$ cat src/hdl/hms_pkg.sv
// package for the hms time text parser
// shared widths, character codes, millisecond scales and the snapshot struct
// no dependencies
package hms_pkg;

    localparam int HOURS_MAX_DIGITS = 7;
    localparam int SHORT_MAX_DIGITS = 2;
    localparam int LEN_CAP          = HOURS_MAX_DIGITS + 1;
    localparam int LEN_W            = $clog2(LEN_CAP + 1);
    localparam int FIELD_W          = 24;
    localparam int SHORT_W          = 7;
    localparam int FRAC_W           = 10;
    localparam int FRAC_CAP         = 1000;
    localparam int FRAC_MAX         = 999;
    localparam int MS_W             = 32;

    localparam logic [7:0] CHAR_DOT   = 8'h2e;
    localparam logic [7:0] CHAR_COLON = 8'h3a;
    localparam logic [7:0] CHAR_ZERO  = 8'h30;
    localparam logic [7:0] CHAR_NINE  = 8'h39;

    localparam logic [MS_W-1:0] MS_PER_SEC  = 32'd1000;
    localparam logic [MS_W-1:0] MS_PER_MIN  = 32'd60000;
    localparam logic [MS_W-1:0] MS_PER_HOUR = 32'd3600000;
    localparam logic [MS_W-1:0] MS_ERROR    = 32'hffffffff;

    typedef struct packed {
        logic                err;
        logic [FRAC_W-1:0]   frac;
        logic [SHORT_W-1:0]  sec;
        logic [SHORT_W-1:0]  min;
        logic [FIELD_W-1:0]  hour;
    } hms_snap_t;

endpackage

$ cat src/hdl/hms_field_tracker.sv
// parse state of the hms time text parser: fields, lengths and fraction
// updated once per item, returns to reset after an end marker
// depends on hms_pkg
module hms_field_tracker
    import hms_pkg::*;
(
    input  logic        clk,
    input  logic        rst_n,
    input  logic        step,
    input  logic [7:0]  character,
    input  logic        end_of_text,
    output hms_snap_t   snap
);

    localparam logic [1:0] CNT_RESET = 2'd1;
    localparam logic [1:0] CNT_MAX   = 2'd3;

    logic               in_frac_reg, in_frac_next;
    logic               frac_stop_reg, frac_stop_next;
    logic [FRAC_W-1:0]  frac_reg, frac_next;
    logic [FIELD_W-1:0] val_reg [3];
    logic [FIELD_W-1:0] val_next [3];
    logic [LEN_W-1:0]   len_reg [3];
    logic [LEN_W-1:0]   len_next [3];
    logic [2:0]         stop_reg, stop_next;
    logic [1:0]         cnt_reg, cnt_next;

    logic               is_digit;
    logic [FRAC_W+3:0]  frac_acc;
    logic [FIELD_W-1:0] val_acc;
    logic               present1, present2;
    logic               bad0, bad1, bad2;

    assign is_digit = (character >= CHAR_ZERO) && (character <= CHAR_NINE);
    assign frac_acc = {4'b0, frac_reg} * (FRAC_W+4)'(10) + (FRAC_W+4)'(character[3:0]);
    assign val_acc  = val_reg[0] * FIELD_W'(10) + FIELD_W'(character[3:0]);

    always_comb
    begin
        in_frac_next   = in_frac_reg;
        frac_stop_next = frac_stop_reg;
        frac_next      = frac_reg;
        val_next       = val_reg;
        len_next       = len_reg;
        stop_next      = stop_reg;
        cnt_next       = cnt_reg;
        if (step)
        begin
            if (end_of_text)
            begin
                in_frac_next   = 1'b0;
                frac_stop_next = 1'b0;
                frac_next      = '0;
                for (int i = 0; i < 3; i++)
                begin
                    val_next[i] = '0;
                    len_next[i] = '0;
                end
                stop_next = '0;
                cnt_next  = CNT_RESET;
            end
            else if (in_frac_reg)
            begin
                if (!frac_stop_reg)
                begin
                    if (!is_digit)
                        frac_stop_next = 1'b1;
                    else if (frac_acc > (FRAC_W+4)'(FRAC_CAP))
                        frac_next = FRAC_W'(FRAC_CAP);
                    else
                        frac_next = frac_acc[FRAC_W-1:0];
                end
            end
            else if (character == CHAR_DOT)
            begin
                in_frac_next = 1'b1;
            end
            else if (character == CHAR_COLON)
            begin
                val_next[2] = val_reg[1];
                val_next[1] = val_reg[0];
                val_next[0] = '0;
                len_next[2] = len_reg[1];
                len_next[1] = len_reg[0];
                len_next[0] = '0;
                stop_next   = {stop_reg[1:0], 1'b0};
                if (cnt_reg != CNT_MAX)
                    cnt_next = cnt_reg + 2'd1;
            end
            else
            begin
                if (len_reg[0] < LEN_W'(LEN_CAP))
                    len_next[0] = len_reg[0] + LEN_W'(1);
                if (!stop_reg[0])
                begin
                    if (!is_digit)
                        stop_next[0] = 1'b1;
                    else
                        val_next[0] = val_acc;
                end
            end
        end
    end

    always_ff @(posedge clk or negedge rst_n)
    begin
        if (!rst_n)
        begin
            in_frac_reg   <= 1'b0;
            frac_stop_reg <= 1'b0;
            frac_reg      <= '0;
            for (int i = 0; i < 3; i++)
            begin
                val_reg[i] <= '0;
                len_reg[i] <= '0;
            end
            stop_reg <= '0;
            cnt_reg  <= CNT_RESET;
        end
        else
        begin
            in_frac_reg   <= in_frac_next;
            frac_stop_reg <= frac_stop_next;
            frac_reg      <= frac_next;
            val_reg       <= val_next;
            len_reg       <= len_next;
            stop_reg      <= stop_next;
            cnt_reg       <= cnt_next;
        end
    end

    // seconds, minutes and hours from the right; missing fields are not checked
    assign present1 = (cnt_reg >= 2'd2);
    assign present2 = (cnt_reg == CNT_MAX);
    assign bad0 = (len_reg[0] == '0) || (len_reg[0] > LEN_W'(SHORT_MAX_DIGITS));
    assign bad1 = (len_reg[1] == '0) || (len_reg[1] > LEN_W'(SHORT_MAX_DIGITS));
    assign bad2 = (len_reg[2] == '0) || (len_reg[2] > LEN_W'(HOURS_MAX_DIGITS));

    always_comb
    begin
        snap.err  = (frac_reg > FRAC_W'(FRAC_MAX)) || bad0 || (present1 && bad1)
                    || (present2 && bad2);
        snap.frac = frac_reg;
        snap.sec  = val_reg[0][SHORT_W-1:0];
        snap.min  = present1 ? val_reg[1][SHORT_W-1:0] : '0;
        snap.hour = present2 ? val_reg[2] : '0;
    end

    a_count_nonzero: assert property (@(posedge clk) disable iff (!rst_n)
        cnt_reg != 2'd0)
        else $error("field count left its range");

    a_frac_cap: assert property (@(posedge clk) disable iff (!rst_n)
        frac_reg <= FRAC_W'(FRAC_CAP))
        else $error("fraction passed its saturation value");

    a_len_cap: assert property (@(posedge clk) disable iff (!rst_n)
        len_reg[0] <= LEN_W'(LEN_CAP) && len_reg[1] <= LEN_W'(LEN_CAP)
        && len_reg[2] <= LEN_W'(LEN_CAP))
        else $error("field length passed its saturation value");

    a_clear_after_end: assert property (@(posedge clk) disable iff (!rst_n)
        (step && end_of_text) |=> (cnt_reg == CNT_RESET && !in_frac_reg
        && frac_reg == '0 && stop_reg == '0 && len_reg[0] == '0))
        else $error("state not cleared after end marker");

endmodule

$ cat src/hdl/hms_time_sum.sv
// millisecond sum of the hms time text parser
// product register then result register, both move on adv
// depends on hms_pkg
module hms_time_sum
    import hms_pkg::*;
(
    input  logic             clk,
    input  logic             rst_n,
    input  logic             adv,
    input  logic             snap_valid,
    input  hms_snap_t        snap,
    output logic             out_valid,
    output logic [MS_W-1:0]  milliseconds,
    output logic             parse_error
);

    logic             prod_valid_reg;
    logic             prod_err_reg;
    logic [MS_W-1:0]  p_frac_reg, p_sec_reg, p_min_reg, p_hour_reg;
    logic             out_valid_reg;
    logic [MS_W-1:0]  ms_reg, ms_next;
    logic             err_reg;

    always_ff @(posedge clk or negedge rst_n)
    begin
        if (!rst_n)
        begin
            prod_valid_reg <= 1'b0;
            out_valid_reg  <= 1'b0;
        end
        else if (adv)
        begin
            prod_valid_reg <= snap_valid;
            out_valid_reg  <= prod_valid_reg;
        end
    end

    always_ff @(posedge clk)
    begin
        if (adv && snap_valid)
        begin
            prod_err_reg <= snap.err;
            p_frac_reg   <= MS_W'(snap.frac);
            p_sec_reg    <= MS_W'(snap.sec) * MS_PER_SEC;
            p_min_reg    <= MS_W'(snap.min) * MS_PER_MIN;
            p_hour_reg   <= MS_W'(snap.hour) * MS_PER_HOUR;
        end
        if (adv && prod_valid_reg)
        begin
            ms_reg  <= ms_next;
            err_reg <= prod_err_reg;
        end
    end

    // wraps modulo 2^32
    always_comb
    begin
        if (prod_err_reg)
            ms_next = MS_ERROR;
        else
            ms_next = p_frac_reg + p_sec_reg + p_min_reg + p_hour_reg;
    end

    assign out_valid    = out_valid_reg;
    assign milliseconds = ms_reg;
    assign parse_error  = err_reg;

endmodule

$ cat src/hdl/hms_time_text_parser.sv
// Time text parser: takes "H:MM:SS.mmm" one character per item, then an end
// marker item, and returns the time in milliseconds (0xffffffff with
// parse_error set when a field is empty or too long or the fraction is above
// 999). One item is accepted every cycle unless the output stalls; the result
// of an end marker passes through the input register, the product register
// and the result register before it shows on out_valid. A stall on the
// output freezes the whole pipeline.
module hms_time_text_parser
    import hms_pkg::*;
(
    input  logic             clk,
    input  logic             rst_n,
    input  logic             in_valid,
    output logic             in_stall,
    input  logic [7:0]       character,
    input  logic             end_of_text,
    output logic             out_valid,
    input  logic             out_stall,
    output logic [MS_W-1:0]  milliseconds,
    output logic             parse_error
);

    logic       in_valid_reg;
    logic [7:0] char_reg;
    logic       eot_reg;
    logic       adv;
    hms_snap_t  snap;

    assign adv      = !out_valid || !out_stall;
    assign in_stall = !adv;

    always_ff @(posedge clk or negedge rst_n)
    begin
        if (!rst_n)
            in_valid_reg <= 1'b0;
        else if (adv)
            in_valid_reg <= in_valid;
    end

    always_ff @(posedge clk)
    begin
        if (adv && in_valid)
        begin
            char_reg <= character;
            eot_reg  <= end_of_text;
        end
    end

    hms_field_tracker u_tracker (
        .clk         (clk),
        .rst_n       (rst_n),
        .step        (adv && in_valid_reg),
        .character   (char_reg),
        .end_of_text (eot_reg),
        .snap        (snap)
    );

    hms_time_sum u_sum (
        .clk          (clk),
        .rst_n        (rst_n),
        .adv          (adv),
        .snap_valid   (in_valid_reg && eot_reg),
        .snap         (snap),
        .out_valid    (out_valid),
        .milliseconds (milliseconds),
        .parse_error  (parse_error)
    );

endmodule

$ cat config.mk
export PLATFORM = sky130hd
export DESIGN_NAME = hms_time_text_parser
export DESIGN_NICKNAME = d
export VERILOG_FILES = /design/src/hdl/hms_pkg.sv /design/src/hdl/hms_field_tracker.sv /design/src/hdl/hms_time_sum.sv /design/src/hdl/hms_time_text_parser.sv
export SDC_FILE = /design/constraint.sdc
export NUM_CORES = 1
export LEC_CHECK = 0
export BUFFER_PORTS_ARGS = -buffer_cell sky130_fd_sc_hd__buf_2
export CORE_UTILIZATION = 38
export DETAILED_ROUTE_END_ITERATION = 16
export GPL_TIMING_DRIVEN = 1
export SLEW_MARGIN = 20
export SYNTH_ARGS = -nofsm -noshare
export SYNTH_HDL_FRONTEND = slang
export SYNTH_SLANG_ARGS = --single-unit
$ cat constraint.sdc
create_clock -name clk -period 14.4 [get_ports clk]
set_input_delay 2.88 -clock clk [delete_from_list [all_inputs] [get_ports clk]]
set_output_delay 2.88 -clock clk [all_outputs]
set_load 0.02 [all_outputs]
==> impl_results.md <==
- Unique masters post-synth: 80
- Post-CTS Hold Buffers: 0
- Top Usage Layer GRT: met2
- GRT overflow: 0
- Reg2Reg Depth: 23
- Fin util: 0.424
- Worst Hold Path EP: u_tracker.val_reg[14]$_DFFE_PN0P_
- Status: finished clean
- Register area share after synthesis: 0.292
- Post-synth EDFFs: 110
- Chip width: 232 µm
- Die area: 53,800 µm²
- Placeable Area: 51,700 µm²
- DR vias: roughly 13,000
- Clock Latency Late Sink: ~0.55 ns
- Synthesized net count: between 2,000 and 2,500
- Largest net degree at the start of global routing: 118
- Yosys warns: 0
- Post-Synthesis Cell Area: about 20,000 µm²
- Max-cap viol count: 0
- Initial core utilization: 0.388
- Clk root buf: clkbuf_16
- CP Class: reg -> reg
- Die Ht: approximately 230 µm
- Power share of the clock group: 0.362
- Combinational Power Share: 0.229
- Worst slew pin tran: 1.06 ns
- Met2 Use GR: 0.263
- Post-CTS sizing: 0
- Met3 GRT Util: 0.0146
- WP data required: 14.68 ns
- Diodes inserted: 0
- Leakage power: 0.0111 µW
- WHS Path Cells: 2
- Switching Fraction: 0.305
- Pint: 1270 µW
- Clock transition at path regs: 0.06 ns
- Setup TNS: 0 ns
- Post-Route WL: 40,900 µm
- Tot Pwr: about 1800 µW
- GRT Resource Usage Total: 0.157
- Seq pwr share: 0.408
- Worst endpoint data arrival time: 7.31 ns
- Mean number of vias per cell: 4.88
- Worst Path Max Fanout: 57
- Synthesized area per cell: 10.0 µm²
- Area after DPL: 21,000 µm²
- Worst Setup Start Kind: register
- Gpl congestion: 0.888
- Hold_sp: u_tracker.val_reg[14]$_DFFE_PN0P_
- Ys flop type: edfxtp_1
- H-tree depth: 1
- Finish-stage setup viols: 0
- First-pass GRT wire length: 68,800 µm
- Residual DRC count: 0
- Reg2reg setup slack: ~7.4 ns
- NumNets Final: 2,474
- Drt initial violations: 505
- I/O Pins: 48
- Clk sink count: 212
- Post-CTS setup buffers: 0
- Met1 Use GR: 0.215
- Async set-or-reset flop fraction in the synthesized netlist: 0.481
- Final worst path period share: 0.488
- Setup crit end kind: register
- RSZ-0062 raised after global routing: no
- CTS buffer count: 26
- Row cnt: 83
- Clock Path Buffers: 3
- Register bit total from synthesis: between 200 and 250
- Post-DP HPWL: roughly 33,000 µm
- Power Dens Cells: 83.6 nW/µm²
- Final Hold Viols: 0
- CTS tree: built
- Routed wire per std cell: 15.0 µm
- Vias in the first global route: between 10,000 and 15,000
- Maximum vdd drop: between 0.00008 and 0.00009 V
- Initial antenna violation count: 0
- Tmin final: 7.03 ns
- Hold crit path type: reg -> reg
- RR Endpoint: u_sum.p_hour_reg[31]$_DFFE_PP_
- Max Clk Rate: 0.142 GHz
- Max reg flops: 65
- PortBufs: 47
- Slew margin rel.: 0.296
- DRT Pass-1 Iters: 5
- Layout cells sized above 1: 0.0697
- Clock skew: 0.0140 ns
- Reg2Reg Launch Point: u_tracker.cnt_reg[0]$_DFFE_PN1P_
- Post-Synthesis Cells: 1,999
- Finished layout cell area: 21,900 µm²
- Sw power: 559 µW
- Antenna viol nets, final: 0
- Area grow syn2layout: 9.14%
- Pins Over Slew Limit: 0
## through the flow
step | hold slack (ns) | instances | worst slack [ns]
3_5_place_dp | 0.466 | 2683 | 7.38
5_1_grt | 0.510 | 2731 | 6.87
2_1_floorplan | 0.442 | 1999 | 7.79
3_3_place_gp | 0.457 | 2683 | 7.48
6_report | 0.472 | 2731 | 7.37
4_1_cts | 0.479 | 2731 | 7.33
## worst max path at each step
stage	start	endpoint	slack [ns]	cells past startpoint
after CTS	u_tracker.cnt_reg[0]$_DFFE_PN1P_	u_sum.p_hour_reg[31]$_DFFE_PP_	7.33	23
after global routing	u_tracker.cnt_reg[0]$_DFFE_PN1P_	u_sum.p_hour_reg[29]$_DFFE_PP_	6.87	25
final	u_tracker.cnt_reg[0]$_DFFE_PN1P_	u_sum.p_hour_reg[31]$_DFFE_PP_	7.37	23
after detailed placement	u_tracker.cnt_reg[0]$_DFFE_PN1P_	u_sum.p_hour_reg[31]$_DFFE_PP_	7.38	23
after floorplan	u_tracker.cnt_reg[0]$_DFFE_PN1P_	u_sum.p_hour_reg[28]$_DFFE_PP_	7.79	23
after global placement	u_tracker.cnt_reg[0]$_DFFE_PN1P_	u_sum.p_hour_reg[31]$_DFFE_PP_	7.48	23
## cells by family after synthesis
logic type / Yosys count / synth area share
AOI/OAI and AO/OA: 356 / 0.115
xor gates and xnor gates: 157 / 0.0689
adders and majority gates: 431 / 0.330
buffers and inverters: 375 / 0.0711
DFF: 212 / 0.292
muxes: 2 / 0.00106
and+or+nand+nor: 466 / 0.123
## synthesized netlist by cell type (22+ instances only)
master / count / area, µm²
and2_1: 42 / 263
nand2_1: 146 / 548
nor3_1: 23 / 115
a21o_1: 34 / 255
xnor2_1: 95 / 832
o21bai_1: 24 / 180
dfrtp_1: 101 / 2530
nand3_1: 23 / 115
nand2b_1: 85 / 532
nor2_1: 48 / 180
ha_1: 266 / 3330
inv_1: 325 / 1220
o21ai_0: 115 / 576
fa_1: 164 / 3280
edfxtp_1: 110 / 3300
a21oi_1: 80 / 400
and3_1: 22 / 138
xor2_1: 61 / 534
clkbuf_1: 45 / 169
## power by group through the flow
stage / sequential, µW / clock [µW] / combinational, µW
final: 748 / 664 / 419
after global routing: 754 / 706 / 483
after CTS: 749 / 687 / 428
after detailed placement: 760 / 0 / 426
after global placement: 759 / 0 / 416
after floorplan: 768 / 0 / 305
## worst max-delay path: stages, from the launching register on
cell      delay (ns)
dfstp_2         0.56
ha_1            0.16
buf_4           0.41
and2_1          0.29
xnor2_1         0.14
ha_1            0.20
or2_2           0.30
fa_1            0.48
inv_1           0.05
fa_1            0.48
inv_1           0.06
fa_1            0.50
fa_1            0.54
inv_1           0.05
fa_1            0.52
inv_1           0.04
ha_1            0.34
a21oi_1         0.25
o221a_2         0.22
o31ai_1         0.11
o311ai_0        0.46
nand2b_1        0.16
a221oi_1        0.32
xnor2_1         0.12
## metal layers
layer  routed length, µm  part of all wire
met2               19400              0.48
met1               19600              0.48
met5                   0                 0
met3                 851             0.021
met4                 968             0.024
## final cells by class
cell class | count | area [µm²]
Tap cell | 680 | 851
Fill cell | 5029 | 29800
Multi-Input combinational cell | 1412 | 12800
Clock buffer | 36 | 781
Sequential cell | 212 | 5860
Inverter | 325 | 1220
Clock inverter | 12 | 105
Timing Repair Buffer | 54 | 294
## layout by cell type, fill, tap and decap left out, types with 7 or more instances in the layout
master	n
o21ai_0	115
nand3_1	23
and2_1	41
buf_2	46
xnor2_1	95
inv_1	325
dfrtp_1	101
ha_1	266
nor2_1	48
o31ai_1	11
clkinv_2	7
buf_4	7
clkbuf_16	28
or2_2	18
edfxtp_1	110
nand2b_1	84
nor2b_1	10
nand2_1	146
a21oi_1	80
xor2_1	61
a21o_1	34
and3_1	21
o21a_1	13
nand3b_1	7
nor3_1	23
o21bai_1	24
nand4_1	9
a211oi_1	13
fa_1	164
Power figures use the tool's default switching activity.
